## src/design/pae_pkg.sv

```systemverilog
`default_nettype none
package pae_pkg;

	localparam int MAX_STEPS_DEF = 4096;
	localparam int MAX_VARS_DEF  = 4;
	localparam int MAX_LAGS_DEF  = 64;

	localparam int SAMPLE_W = 32;
	localparam int VAR_W    = 2;
	localparam int LAG_W    = 13;
	localparam int ACF_W    = 16;
	localparam int CFG_IW   = 2;
	localparam int CFG_DW   = 12;
	localparam int LFIRST_W = 12;
	localparam int LCNT_W   = 7;
	localparam int NVREG_W  = 3;

	localparam int QUEUE_DEPTH = 4;

	localparam int DIV_NW = 80;
	localparam int DIV_DW = 64;
	localparam int FRAC_SHIFT = 15;

	typedef enum logic [CFG_IW-1:0] {
		REG_NUM_VARS  = 2'd0,
		REG_LAG_FIRST = 2'd1,
		REG_LAG_COUNT = 2'd2
	} cfg_reg_t;

	typedef struct packed {
		logic [LFIRST_W-1:0] lag_first;
		logic [LCNT_W-1:0]   lag_cnt;
	} lag_cfg_t;

	typedef enum logic [3:0] {
		ST_IDLE,
		ST_MEAN_RUN,
		ST_MEAN_DRAIN,
		ST_MEAN_GO,
		ST_MEAN_WAIT,
		ST_POOL_RUN,
		ST_POOL_DRAIN,
		ST_L0_GO,
		ST_L0_WAIT,
		ST_LAG_SETUP,
		ST_COV_GO,
		ST_COV_WAIT,
		ST_RAT_GO,
		ST_RAT_WAIT,
		ST_EMIT
	} back_state_t;

endpackage
`default_nettype wire

```

## src/design/pae_queue.sv

```systemverilog
`default_nettype none
module pae_queue #(
	parameter int WIDTH = 8,
	parameter int DEPTH = pae_pkg::QUEUE_DEPTH
) (
	input  wire logic             clk,
	input  wire logic             arst_n,
	input  wire logic             push,
	input  wire logic [WIDTH-1:0] push_data,
	output logic                  full,
	output logic                  valid,
	output logic [WIDTH-1:0]      data,
	input  wire logic             ready
);
	localparam int PW = (DEPTH > 1) ? $clog2(DEPTH) : 1;
	localparam int CW = $clog2(DEPTH + 1);

	logic [WIDTH-1:0] mem_q [DEPTH];
	logic [PW-1:0]    wr_q;
	logic [PW-1:0]    rd_q;
	logic [CW-1:0]    cnt_q;
	logic             pop;

	assign full  = cnt_q == CW'(DEPTH);
	assign valid = cnt_q != '0;
	assign data  = mem_q[rd_q];
	assign pop   = valid && ready;

	always_ff @(posedge clk or negedge arst_n) begin
		if (!arst_n) begin
			wr_q  <= '0;
			rd_q  <= '0;
			cnt_q <= '0;
		end else begin
			if (push)
				wr_q <= (32'(wr_q) == DEPTH - 1) ? '0 : wr_q + PW'(1);
			if (pop)
				rd_q <= (32'(rd_q) == DEPTH - 1) ? '0 : rd_q + PW'(1);
			cnt_q <= cnt_q + CW'(push) - CW'(pop);
		end
	end

	always_ff @(posedge clk) begin
		if (push)
			mem_q[wr_q] <= push_data;
	end
endmodule
`default_nettype wire

```

## config.mk

```make
export PLATFORM = sky130hd
export DESIGN_NAME = pae_queue
export DESIGN_NICKNAME = d
export VERILOG_FILES = /design/src/design/pae_pkg.sv /design/src/design/pae_queue.sv
export SDC_FILE = /design/constraint.sdc
export NUM_CORES = 1
export LEC_CHECK = 0
export BUFFER_PORTS_ARGS = -buffer_cell sky130_fd_sc_hd__buf_4
export CORE_ASPECT_RATIO = 1.5
export CORE_MARGIN = 5
export CORE_UTILIZATION = 25
export DETAILED_ROUTE_END_ITERATION = 7
export PLACE_DENSITY = 0.42
export SETUP_SLACK_MARGIN = 0.4
export SKIP_CTS_REPAIR_TIMING = 1
export SLEW_MARGIN = 20
export SYNTH_ARGS = -nofsm -noshare
export SYNTH_HDL_FRONTEND = slang
export SYNTH_SLANG_ARGS = --single-unit
```

## constraint.sdc

```tcl
create_clock -name clk -period 1.9 [get_ports clk]
set_input_delay 0.285 -clock clk [delete_from_list [all_inputs] [get_ports clk]]
set_output_delay 0.285 -clock clk [all_outputs]
set_load 0.02 [all_outputs]
```

==> results.toml <==
[power]
power_switching_share_pct = 29.9
p_per_area_nw_per_um2 = 1600
p_clk_share_pct = 24.4
irDropWorstVdd_mv = 0.926
leakagePower_nw = 0.780
p_comb_share_pct = 37.5
internal_power_mw = 2.33
p_sw_mw = 0.990
seqPwrFrac_pct = 38.1

[synthesis]
synth.avg_cell_area_sq_um = 19.9
syn_nets = 100
synth_top_area_share_pct = 60.4
yosysUniqueCellTypes = 18
synth_top_area_cell = "edfxtp_1"
yosysWarnings = 0
ys_seq_elements = 39
ys_seq_area_share_pct = 71.4
synthesis.area_sq_um = 1590
synth.area.top_cells = "edfxtp_1 (60%), mux4_2 (11%), dfrtp_1 (11%)"
synth_cells = 80

[global_routing]
grt_use_met1_pct = 8.98
grt_use_total_pct = 8.19
grt_pass1_vias = 888
grt_overflow = 0
met2_usage_pct = 13.5
grt_pass1_wl_um = 4680
grt_max_degree = 14
gr-usage-met3_pct = 2.99
antenna_found_initial = 0
busiest_layer = "met2"

[floorplanning]
die_h_um = 108
dieArea_sq_um = 8090
start_util_pct = 25.8
std_cell_rows = 35
die_w_um = 75.1
core-area_sq_um = 6170
num_io_pins = 22

[setup_path]
critPathCaptureType = "register"
rrSetupSlack_ns = -0.03
timing.rr.end = "cnt_q[2]$_DFF_PN0_"
r2r-start = "cnt_q[2]$_DFF_PN0_"
path_buf_inv = 2
critPathRequiredTime_ns = 2.07
crit_slowest_cell = "dfrtp_1"
rr_worst_depth = 8
worstPathMaxFanout = 2
cpMostUsedCell = "inv_1"
critPathTopFamily = "adder cells"
cp.arrival_ns = 2.10
cpPeakStageDelay_ns = 0.41
crit_path_cell_trace = "o31ai_4 > inv_1 > ha_1 > inv_1 > ha_2 > fa_2 > xnor2_2 > xnor2_1"
startpoint_type = "register"
criticalPathCategory = "register to register"

[final_layout]
antenna_cells = 0
stdcell_area_sq_um = 2070
area_growth_pct = 30.2
drive_above_1_share_pct = 45.1
mostFrequentLayoutCells = "edfxtp_1 (32), buf_4 (16), buf_6 (9)"
nets = 132
final_util_pct = 33.6
final_common_cell = "edfxtp_1"

[min_path]
hp-start = "push_data[6]"
hold_class = "input port to register"
whs_path_depth = 1
hold_end = "mem_q[2][6]$_DFFE_PP_"

[detailed_routing]
first_iter_violations = 39
drt_drc_violations_left = 0
wl_per_cell_um = 15.4
ant_nets = 0
via_count = 782
drt-vias-per-instance = 4.18
drt_first_pass_iters = 4
drt_wl_total_um = 2880

[timing]
slew_violations = 0
layout_min_cycle_time_ns = 1.93
tightestPinTransition_ns = 0.453
rsz0062_at_grt = "true"
setup_viol = 1
setup_ws_ns = -0.0319
fin_skew_ns = 0.00466
finalHoldViolCount = 0
max_freq_ghz = 0.518
min_period_over_period_pct = 102
slew_headroom_pct = 69.8

[placement]
hpwl_um = 2060
gp_congestion = 0.638
io_buffers = 21
dpl-instance-area_sq_um = 1870

[flow_run]
maxCapViolCount = 0

[status]
outcome = "finished with violations"
violations = "negative setup slack"

[clock_tree]
cts_sinks = 39
cts_made_buffers = 5
root_buffer = "clkbuf_8"
htree_num_levels = 2
clkLatencyLatePin_ns = 0.29
cts_tree = "yes"
path_clk_slew_ns = 0.08
clockBufferDepth = 2
layout make-up:
cell class                      instances  area [sq um]
Fill cell                             591          4100
Sequential cell                        39          1140
Multi-Input combinational cell         32           428
Timing Repair Buffer                   27           251
Tap cell                               74          92.6
Clock buffer                            5          68.8
Clock inverter                          3          67.6
Inverter                                7          26.3
how the worst max path moves through the flow:
stage	cells after the start	end	start
floorplan	8	cnt_q[2]$_DFF_PN0_	cnt_q[2]$_DFF_PN0_
global placement	8	cnt_q[2]$_DFF_PN0_	cnt_q[2]$_DFF_PN0_
detailed placement	8	cnt_q[2]$_DFF_PN0_	cnt_q[2]$_DFF_PN0_
CTS	8	cnt_q[2]$_DFF_PN0_	cnt_q[2]$_DFF_PN0_
global route	8	cnt_q[2]$_DFF_PN0_	cnt_q[1]$_DFF_PN0_
finish	8	cnt_q[2]$_DFF_PN0_	cnt_q[2]$_DFF_PN0_
registers in the layout, summed over array words and instances, names as in the netlist:
register,count
cnt_q,3
mem_q,32
rd_q,2
wr_q,2
logic make-up after synthesis:
group	Yosys count	share of synthesized area (%)
flops	39	71.4
xor+xnor	2	1.10
buf+inv	9	2.67
fa+ha+maj	8	6.76
mux	10	12.7
simple gates	9	3.38
compound gates	3	1.97
metal layers:
metal | vias to the layer above | share of wire, %
li1 | 368 | -
met3 | 2 | 4.4
met5 | - | 0
met4 | 0 | 1.2
met2 | 19 | 53
met1 | 393 | 41
synthesized netlist by cell type, drive strengths merged:
library cell,instances
edfxtp,32
mux4,8
dfrtp,7
ha,7
inv,7
and2,4
mux2,2
o21ai,2
xnor2,2
and3,1
buf,1
clkbuf,1
fa,1
nand2,1
nor2,1
o31ai,1
or3,1
or3b,1
power by group through the flow:
stage          Sequential (mW)  Combinational, mW  Clock, mW
2_1_floorplan             1.22              0.761          0
3_3_place_gp              1.27               1.10          0
3_5_place_dp              1.29               1.13          0
4_1_cts                   1.27               1.13      0.836
5_1_grt                   1.28               1.36      0.873
6_report                  1.26               1.24      0.810
stage by stage:
step	instances	hold slack, ns	worst slack, ns	power, mW	setup TNS, ns
floorplan	80	-0.0106	-0.00845	1.98	-0.00845
global placement	176	0.110	0.0270	2.37	0
detailed placement	176	0.111	-0.0270	2.42	-0.0270
CTS	184	-0.205	-0.0512	3.24	-0.0512
global route	187	0.178	-0.102	3.52	-0.102
finish	187	0.196	-0.0319	3.32	-0.0319
No activity file was read; power rests on OpenSTA's default activity.
