--- config.mk ---
export PLATFORM = sky130hd
export DESIGN_NAME = pae_front_flat
export DESIGN_NICKNAME = d
export VERILOG_FILES = /design/src/design/pae_pkg.sv /design/src/design/pae_if.sv /design/src/design/pae_front.sv /design/src/flat_wrapper.sv
export SDC_FILE = /design/constraint.sdc
export NUM_CORES = 1
export LEC_CHECK = 0
export BUFFER_PORTS_ARGS = -buffer_cell sky130_fd_sc_hd__clkbuf_2
export CAP_MARGIN = 20
export CORE_AREA = 2 2 79 81
export DETAILED_ROUTE_END_ITERATION = 8
export DIE_AREA = 0 0 81 83
export PLACE_DENSITY = 0.87
export SLEW_MARGIN = 20
export SYNTH_ARGS = -nofsm -noshare
export SYNTH_HDL_FRONTEND = slang
export SYNTH_SLANG_ARGS = --single-unit
--- constraint.sdc ---
create_clock -name clk -period 3 [get_ports clk]
set_clock_uncertainty 0.2 [all_clocks]
set_input_delay 0.15 -clock clk [delete_from_list [all_inputs] [get_ports clk]]
set_output_delay 0.15 -clock clk [all_outputs]
set_load 0.1 [all_outputs]
--- src/design/pae_pkg.sv ---
`default_nettype none
package pae_pkg;

	localparam int MAX_STEPS_DEF = 4096;
	localparam int MAX_VARS_DEF  = 4;
	localparam int MAX_LAGS_DEF  = 64;

	localparam int SAMPLE_W = 32;
	localparam int VAR_W    = 2;
	localparam int LAG_W    = 13;
	localparam int ACF_W    = 16;
	localparam int CFG_IW   = 2;
	localparam int CFG_DW   = 12;
	localparam int LFIRST_W = 12;
	localparam int LCNT_W   = 7;
	localparam int NVREG_W  = 3;

	localparam int QUEUE_DEPTH = 4;

	localparam int DIV_NW = 80;
	localparam int DIV_DW = 64;
	localparam int FRAC_SHIFT = 15;

	typedef enum logic [CFG_IW-1:0] {
		REG_NUM_VARS  = 2'd0,
		REG_LAG_FIRST = 2'd1,
		REG_LAG_COUNT = 2'd2
	} cfg_reg_t;

	typedef struct packed {
		logic [LFIRST_W-1:0] lag_first;
		logic [LCNT_W-1:0]   lag_cnt;
	} lag_cfg_t;

	typedef enum logic [3:0] {
		ST_IDLE,
		ST_MEAN_RUN,
		ST_MEAN_DRAIN,
		ST_MEAN_GO,
		ST_MEAN_WAIT,
		ST_POOL_RUN,
		ST_POOL_DRAIN,
		ST_L0_GO,
		ST_L0_WAIT,
		ST_LAG_SETUP,
		ST_COV_GO,
		ST_COV_WAIT,
		ST_RAT_GO,
		ST_RAT_WAIT,
		ST_EMIT
	} back_state_t;

endpackage
`default_nettype wire

--- src/design/pae_if.sv ---
`default_nettype none
interface pae_in_if;
	import pae_pkg::*;
	logic                       valid;
	logic                       ready;
	logic [VAR_W-1:0]           var_index;
	logic signed [SAMPLE_W-1:0] sample;
	logic                       last_sample;
	modport source (output valid, var_index, sample, last_sample, input ready);
	modport sink (input valid, var_index, sample, last_sample, output ready);
endinterface


interface pae_cfg_if;
	import pae_pkg::*;
	logic              valid;
	logic              ready;
	logic [CFG_IW-1:0] index;
	logic [CFG_DW-1:0] data;
	modport source (output valid, index, data, input ready);
	modport sink (input valid, index, data, output ready);
endinterface
`default_nettype wire

--- src/design/pae_front.sv ---
`default_nettype none
module pae_front #(
	parameter int MAX_STEPS = pae_pkg::MAX_STEPS_DEF,
	parameter int MAX_VARS  = pae_pkg::MAX_VARS_DEF,
	parameter int MAX_LAGS  = pae_pkg::MAX_LAGS_DEF,
	localparam int AW = $clog2(MAX_STEPS * MAX_VARS),
	localparam int SW = $clog2(MAX_STEPS + 1),
	localparam int VW = $clog2(MAX_VARS + 1),
	localparam int QW = 2 + AW + SW + pae_pkg::SAMPLE_W
) (
	input  wire logic         clk,
	input  wire logic         arst_n,
	pae_in_if.sink            samples,
	pae_cfg_if.sink           cfg,
	output logic              push,
	output logic [QW-1:0]     push_data,
	input  wire logic         full,
	output logic [VW-1:0]     nv,
	output pae_pkg::lag_cfg_t lag_cfg
);
	import pae_pkg::*;

	logic [NVREG_W-1:0]  num_vars_q;
	logic [LFIRST_W-1:0] lag_first_q;
	logic [LCNT_W-1:0]   lag_count_q;
	logic [SW-1:0]       cnt_q;
	logic                acc;
	logic                store;
	logic                complete;
	logic [SW-1:0]       n_next;
	logic [AW-1:0]       addr;

	assign cfg.ready = 1'b1;

	always_ff @(posedge clk or negedge arst_n) begin
		if (!arst_n) begin
			num_vars_q  <= NVREG_W'(1);
			lag_first_q <= LFIRST_W'(1);
			lag_count_q <= LCNT_W'(20);
		end else if (cfg.valid) begin
			unique case (cfg.index)
				REG_NUM_VARS:  num_vars_q  <= cfg.data[NVREG_W-1:0];
				REG_LAG_FIRST: lag_first_q <= cfg.data[LFIRST_W-1:0];
				REG_LAG_COUNT: lag_count_q <= cfg.data[LCNT_W-1:0];
				default: ;
			endcase
		end
	end

	always_comb begin
		if (num_vars_q == '0)
			nv = VW'(1);
		else if (32'(num_vars_q) > MAX_VARS)
			nv = VW'(MAX_VARS);
		else
			nv = VW'(num_vars_q);
		if (lag_count_q == '0)
			lag_cfg.lag_cnt = LCNT_W'(1);
		else if (32'(lag_count_q) > MAX_LAGS)
			lag_cfg.lag_cnt = LCNT_W'(MAX_LAGS);
		else
			lag_cfg.lag_cnt = lag_count_q;
		lag_cfg.lag_first = lag_first_q;
	end

	assign samples.ready = !full;
	assign acc      = samples.valid && !full;
	assign store    = (32'(samples.var_index) < 32'(nv)) && (32'(cnt_q) < MAX_STEPS);
	assign complete = store && (32'(samples.var_index) == 32'(nv) - 1);
	assign n_next   = cnt_q + SW'(complete);
	assign addr     = AW'(cnt_q) * AW'(MAX_VARS) + AW'(samples.var_index);

	always_ff @(posedge clk or negedge arst_n) begin
		if (!arst_n)
			cnt_q <= '0;
		else if (acc)
			cnt_q <= samples.last_sample ? '0 : n_next;
	end

	assign push      = acc && (store || samples.last_sample);
	assign push_data = {store, samples.last_sample, addr, n_next, samples.sample};
endmodule
`default_nettype wire

--- src/flat_wrapper.sv ---
// flat-port wrapper written by rule: the top's interface ports become plain ports
module pae_front_flat import pae_pkg::*;
#(
	parameter int MAX_STEPS = pae_pkg::MAX_STEPS_DEF,
	parameter int MAX_VARS  = pae_pkg::MAX_VARS_DEF,
	parameter int MAX_LAGS  = pae_pkg::MAX_LAGS_DEF,
	localparam int AW = $clog2(MAX_STEPS * MAX_VARS),
	localparam int SW = $clog2(MAX_STEPS + 1),
	localparam int VW = $clog2(MAX_VARS + 1),
	localparam int QW = 2 + AW + SW + pae_pkg::SAMPLE_W
)
  (clk, arst_n, push, push_data, full, nv, lag_cfg, samples_valid, samples_var_index, samples_sample, samples_last_sample, samples_ready, cfg_valid, cfg_index, cfg_data, cfg_ready);
  pae_in_if samples_i ();
  pae_cfg_if cfg_i ();
  input  wire logic clk;
  input  wire logic arst_n;
  output logic push;
  output logic [QW-1:0] push_data;
  input  wire logic full;
  output logic [VW-1:0] nv;
  output pae_pkg::lag_cfg_t lag_cfg;
  input wire logic [$bits(samples_i.valid)-1:0] samples_valid;
  input wire logic [$bits(samples_i.var_index)-1:0] samples_var_index;
  input wire logic [$bits(samples_i.sample)-1:0] samples_sample;
  input wire logic [$bits(samples_i.last_sample)-1:0] samples_last_sample;
  output wire logic [$bits(samples_i.ready)-1:0] samples_ready;
  input wire logic [$bits(cfg_i.valid)-1:0] cfg_valid;
  input wire logic [$bits(cfg_i.index)-1:0] cfg_index;
  input wire logic [$bits(cfg_i.data)-1:0] cfg_data;
  output wire logic [$bits(cfg_i.ready)-1:0] cfg_ready;
  assign samples_i.valid = samples_valid;
  assign samples_i.var_index = samples_var_index;
  assign samples_i.sample = samples_sample;
  assign samples_i.last_sample = samples_last_sample;
  assign samples_ready = samples_i.ready;
  assign cfg_i.valid = cfg_valid;
  assign cfg_i.index = cfg_index;
  assign cfg_i.data = cfg_data;
  assign cfg_ready = cfg_i.ready;
  pae_front #(.MAX_STEPS(MAX_STEPS), .MAX_VARS(MAX_VARS), .MAX_LAGS(MAX_LAGS)) u_core (.clk(clk), .arst_n(arst_n), .samples(samples_i), .cfg(cfg_i), .push(push), .push_data(push_data), .full(full), .nv(nv), .lag_cfg(lag_cfg));
endmodule
==> impl_results.html <==
<table>
<tr><th>Metric</th><th>Value</th></tr>
<tr><th colspan="2">Synth</th></tr>
<tr><td>Dominant combinational cell family by area after synthesis</td><td>buffers and inverters</td></tr>
<tr><td>Share of the yosys chip area belonging to registers</td><td>0.3948</td></tr>
<tr><td>Cell area after synthesis</td><td>between 2000 and 2500 sq um</td></tr>
<tr><td>Simple-gate area share of the yosys netlist</td><td>0.1279</td></tr>
<tr><td>Adder-cell share of the synthesized area</td><td>0.02804</td></tr>
<tr><td>Synthesis-stage register bit count</td><td>35</td></tr>
<tr><td>Syn_nets</td><td>about 280</td></tr>
<tr><td>Yosys warning total</td><td>0</td></tr>
<tr><td>Count of different cell masters after synthesis</td><td>39</td></tr>
<tr><td>Fraction of synthesized cell area in xor and xnor cells</td><td>0.05104</td></tr>
<tr><td>Proportion of register bits with asynchronous set or reset after synthesis</td><td>1.000</td></tr>
<tr><td>Per-instance average area after synthesis</td><td>a little over 10 sq um</td></tr>
<tr><td>Compound-cell area share of the yosys netlist</td><td>0.08637</td></tr>
<tr><td>Count of flip-flops with a built-in enable after synthesis</td><td>0</td></tr>
<tr><td>Gate Count Post-Synth</td><td>219</td></tr>
<tr><td>Most common flop cell mapped by yosys</td><td>sky130_fd_sc_hd__dfrtp_1</td></tr>
<tr><td>Multiplexer share of the synthesized area</td><td>0.1060</td></tr>
<tr><th colspan="2">Clock tree</th></tr>
<tr><td>Cell at the root of the clock tree</td><td>sky130_fd_sc_hd__clkbuf_8</td></tr>
<tr><td>TritonCTS clock tree</td><td>done</td></tr>
<tr><td>Number of H-tree levels</td><td>2</td></tr>
<tr><td>Bufs on Longest Clock Path</td><td>2</td></tr>
<tr><td>Number of buffers added by the clock tree synthesis step</td><td>5</td></tr>
<tr><td>CTS clk-pin slew, worst paths</td><td>~70 ps</td></tr>
<tr><td>Number of clock sinks</td><td>35</td></tr>
<tr><td>Clock latency on the worst-skew pair</td><td>about 290 ps</td></tr>
<tr><th colspan="2">Critical path</th></tr>
<tr><td>Dominant delay contributor by cell family on the critical path</td><td>simple AND/OR/NAND/NOR gates</td></tr>
<tr><td>Terminus of the critical flop-to-flop path</td><td>u_core.cnt_q[11]$_DFFE_PN0P_</td></tr>
<tr><td>FF-to-FF Start</td><td>u_core.num_vars_q[0]$_DFFE_PN1P_</td></tr>
<tr><td>Maximum net fanout on the critical path</td><td>4</td></tr>
<tr><td>Peak per-stage delay on the critical path</td><td>around 530 ps</td></tr>
<tr><td>Critical path buffers and inverters</td><td>3</td></tr>
<tr><td>Cell mode on critical path</td><td>sky130_fd_sc_hd__ha_2</td></tr>
<tr><td>Required time of the critical path</td><td>around 2700 ps</td></tr>
<tr><td>Cell with the largest stage delay on the worst path</td><td>sky130_fd_sc_hd__dfstp_2</td></tr>
<tr><td>Worst Setup Start Kind</td><td>register</td></tr>
<tr><td>Endpoint kind of the worst setup timing path</td><td>output port</td></tr>
<tr><td>CP Data Arrival Time</td><td>2950 ps</td></tr>
<tr><td>Start-to-end type of the worst setup path</td><td>register to output port</td></tr>
<tr><td>Minimum setup slack among reg-to-reg paths</td><td>-20 ps</td></tr>
<tr><td>Depth of the worst register-to-register path</td><td>13</td></tr>
<tr><td>Cell-by-cell trace of the critical path</td><td>inv_2 -&gt; a21oi_4 -&gt; ha_2 -&gt; nand2b_4 -&gt; a21oi_2 -&gt; nor2_1 -&gt; nor4b_4 -&gt; ha_2 -&gt; ha_4 -&gt; and3_4 -&gt; nand4_1 -&gt; buf_6 -&gt; xnor2_4 -&gt; buf_12</td></tr>
<tr><th colspan="2">Final layout</th></tr>
<tr><td>Sequential Area</td><td>around 880 sq um</td></tr>
<tr><td>Count of filler cells inserted in the layout</td><td>between 400 and 500</td></tr>
<tr><td>Top library cells by usage in the layout, fill and taps aside</td><td>sky130_fd_sc_hd__clkbuf_2, sky130_fd_sc_hd__dfrtp_1, sky130_fd_sc_hd__mux2_2</td></tr>
<tr><td>Net count, final</td><td>approximately 330</td></tr>
<tr><td>Area growth from synthesis to layout</td><td>42.74%</td></tr>
<tr><td>Fraction of layout instances using a drive strength above 1</td><td>0.5683</td></tr>
<tr><td>Area of combinational cells with multiple inputs</td><td>1232 sq um</td></tr>
<tr><td>Most frequent standard cell in the layout excluding fill and tap cells</td><td>sky130_fd_sc_hd__clkbuf_2</td></tr>
<tr><td>Antenna fix cells</td><td>0</td></tr>
<tr><th colspan="2">Pwr</th></tr>
<tr><td>Share of total power consumed by net switching</td><td>0.4774</td></tr>
<tr><td>Total power of the final layout</td><td>just over 2000 uW</td></tr>
<tr><td>Maximum vdd ir drop</td><td>0.3389 mV</td></tr>
<tr><td>Leakage dissipation</td><td>0.001442 uW</td></tr>
<tr><td>Power share of the combinational group</td><td>0.473</td></tr>
<tr><td>Internal Pwr Total</td><td>around 1100 uW</td></tr>
<tr><td>Proportion of power drawn by flip-flops and latches</td><td>0.285</td></tr>
<tr><td>Net switching power</td><td>approximately 1000 uW</td></tr>
<tr><td>Cell Pwr Density</td><td>approximately 650 nW/um^2</td></tr>
<tr><td>Clock network power share</td><td>0.242</td></tr>
<tr><th colspan="2">Detailed routing</th></tr>
<tr><td>DRC</td><td>0</td></tr>
<tr><td>Post-detailed-routing wire length</td><td>5892 um</td></tr>
<tr><td>Vias after detailed routing</td><td>roughly 1800</td></tr>
<tr><td>Post-DRT Antenna Nets</td><td>0</td></tr>
<tr><td>Avg Vias per Cell</td><td>5.191</td></tr>
<tr><td>Iteration-0 DRC count of the detailed router</td><td>just over 80</td></tr>
<tr><td>Wire length per cell</td><td>around 17 um</td></tr>
<tr><td>First-pass detailed-route iteration total</td><td>4</td></tr>
<tr><th colspan="2">Placement</th></tr>
<tr><td>Hpwl dp</td><td>approximately 3700 um</td></tr>
<tr><td>Setup slack after placement</td><td>-40.34 ps</td></tr>
<tr><td>Port Buf Inserts</td><td>74</td></tr>
<tr><td>GP Congestion</td><td>0.8199</td></tr>
<tr><th colspan="2">Hold path</th></tr>
<tr><td>Sink of the worst hold path</td><td>u_core.num_vars_q[0]$_DFFE_PN1P_</td></tr>
<tr><td>Hold Crit Class</td><td>primary input to register</td></tr>
<tr><td>Hold path startpoint</td><td>cfg_index[1]</td></tr>
<tr><td>Cell depth of the worst hold path</td><td>4</td></tr>
<tr><th colspan="2">Timing</th></tr>
<tr><td>Total Negative Setup Slacks</td><td>-2140 ps</td></tr>
<tr><td>Unrepaired setup endpoints after global routing</td><td>true</td></tr>
<tr><td>Post-route worst setup slack</td><td>-304.0 ps</td></tr>
<tr><td>Total count of max-transition violations in the final report</td><td>0</td></tr>
<tr><td>Final Hold Vio Count</td><td>0</td></tr>
<tr><td>Final setup fails</td><td>12</td></tr>
<tr><td>Max Clk Rate</td><td>302.7 MHz</td></tr>
<tr><td>Portion of the clock cycle consumed by the worst path in the final layout</td><td>1.101</td></tr>
<tr><td>Final min period</td><td>~3300 ps</td></tr>
<tr><td>Remaining max-slew budget at the tightest pin</td><td>0.4226</td></tr>
<tr><td>Slew @ Worst Pin</td><td>about 870 ps</td></tr>
<tr><th colspan="2">Floorplanning</th></tr>
<tr><td>Area of the die</td><td>a little under 7000 sq um</td></tr>
<tr><td>Initial Util</td><td>0.3836</td></tr>
<tr><td>Number of primary I/O pins</td><td>140</td></tr>
<tr><td>Floorplan Core Area</td><td>between 5000 and 6000 sq um</td></tr>
<tr><td>Height of the die</td><td>a little over 80 um</td></tr>
<tr><td>Die width</td><td>81 um</td></tr>
<tr><td>Number of rows in the core area</td><td>28</td></tr>
<tr><th colspan="2">Global route</th></tr>
<tr><td>Initial antenna violation count</td><td>0</td></tr>
<tr><td>Maximum number of pins on one net before global-route repair</td><td>36</td></tr>
<tr><td>All-layer global routing usage</td><td>0.1721</td></tr>
<tr><td>First-pass GRT wire length</td><td>~9000 um</td></tr>
<tr><td>Via count of the first global-routing pass</td><td>between 1500 and 2000</td></tr>
<tr><td>Global-route congestion overflow total</td><td>0</td></tr>
<tr><th colspan="2">Job</th></tr>
<tr><td>Maximum Capacitance Violations</td><td>0</td></tr>
<tr><th colspan="2">Outcome</th></tr>
<tr><td>Failing checks</td><td>setup timing</td></tr>
<tr><td>Run status</td><td>finished, violations left</td></tr>
</table>
[logic make-up (layout without fill, tap and decap cells)]
kind of cell    after synthesis  in the layout
compound gates               30             30
mux                          21             21
fa+ha+maj                     5              5
buf+inv                      65            117
other cells                   1              1
xor+xnor                     13             13
simple gates                 49             49
flops                        35             35
[cell type report]
class,count,share of cell area
clock buffer,6,0.02279
sequential,35,0.2770
multi-input combinational,119,0.3870
clock inverter,2,0.01886
tap,75,0.02947
timing repair buffer,102,0.2566
inverter,7,0.008251
[synthesized netlist by cell type (5+ instances only)]
cell | number | area (sq um)
sky130_fd_sc_hd__xnor2_1 | 8 | 70.07
sky130_fd_sc_hd__inv_1 | 7 | 26.28
sky130_fd_sc_hd__o21ai_0 | 11 | 55.05
sky130_fd_sc_hd__nand2b_1 | 6 | 37.54
sky130_fd_sc_hd__mux2_2 | 21 | 236.5
sky130_fd_sc_hd__ha_1 | 5 | 62.56
sky130_fd_sc_hd__dfrtp_1 | 31 | 775.7
sky130_fd_sc_hd__nor2b_1 | 5 | 31.28
sky130_fd_sc_hd__buf_4 | 50 | 375.4
sky130_fd_sc_hd__nor2_1 | 7 | 26.28
sky130_fd_sc_hd__xor2_1 | 5 | 43.79
sky130_fd_sc_hd__nand2_1 | 10 | 37.54
sky130_fd_sc_hd__o31ai_1 | 5 | 37.54
[routing by layer]
layer  part of all wire  routed length (um)  GRT usage  vias to the layer above
li1                   -                   -          -                      804
met1               0.36                2118     0.1975                      872
met2               0.53                3109     0.2832                       88
met3              0.063                 374    0.04022                       32
met4              0.049                 289     0.1063                        0
met5                  0                   0          0                        -
[worst min-delay path, stage by stage]
cell                       delay [ps]
sky130_fd_sc_hd__clkbuf_2         100
sky130_fd_sc_hd__nor3b_1           80
sky130_fd_sc_hd__nand2_1           70
sky130_fd_sc_hd__o21ai_0           90
[sequential cells by signal (all words and copies together) (netlist names)]
signal	flops
u_core.num_vars_q	3
u_core.lag_count_q	7
u_core.lag_first_q	12
u_core.cnt_q	13
[through the flow]
step / util / area, sq um / cells / hold WS, ps
after floorplan: - / 2490 / 219 / -345.6
after global placement: 0.4757 / 2766 / 317 / 88.81
after detailed placement: 0.4757 / 2766 / 317 / 100.7
after CTS: 0.5344 / 3108 / 343 / 25.41
after global routing: 0.5475 / 3184 / 346 / 67.54
final: 0.5475 / 3184 / 346 / 24.40
[repair_timing]
action                                 CTS  global route
buffers inserted                         5             4
gates cloned                             0             0
resized for setup                        7            12
setup endpoints to repair               11            18
endpoints found under the hold margin   53             0
pin swaps                                7            11
hold buffers                            13             0
[power groups by stage]
stage	registers [uW]	logic, uW	clock network [uW]
final	592	984	504
after global routing	599	1020	526
after CTS	587	952	513
after detailed placement	596	921	0
after global placement	591	907	0
after floorplan	816	756	0
[worst max path at each step]
stage,startpoint,to,depth (start not counted)
finish,u_core.num_vars_q[0]$_DFFE_PN1P_,push_data[44],14
global route,u_core.num_vars_q[0]$_DFFE_PN1P_,push_data[44],14
detailed placement,u_core.num_vars_q[0]$_DFFE_PN1P_,push_data[44],12
CTS,u_core.num_vars_q[0]$_DFFE_PN1P_,push_data[44],12
floorplan,u_core.num_vars_q[0]$_DFFE_PN1P_,push_data[44],12
global placement,u_core.num_vars_q[0]$_DFFE_PN1P_,push_data[44],12
(Power assumes the default switching activity.)
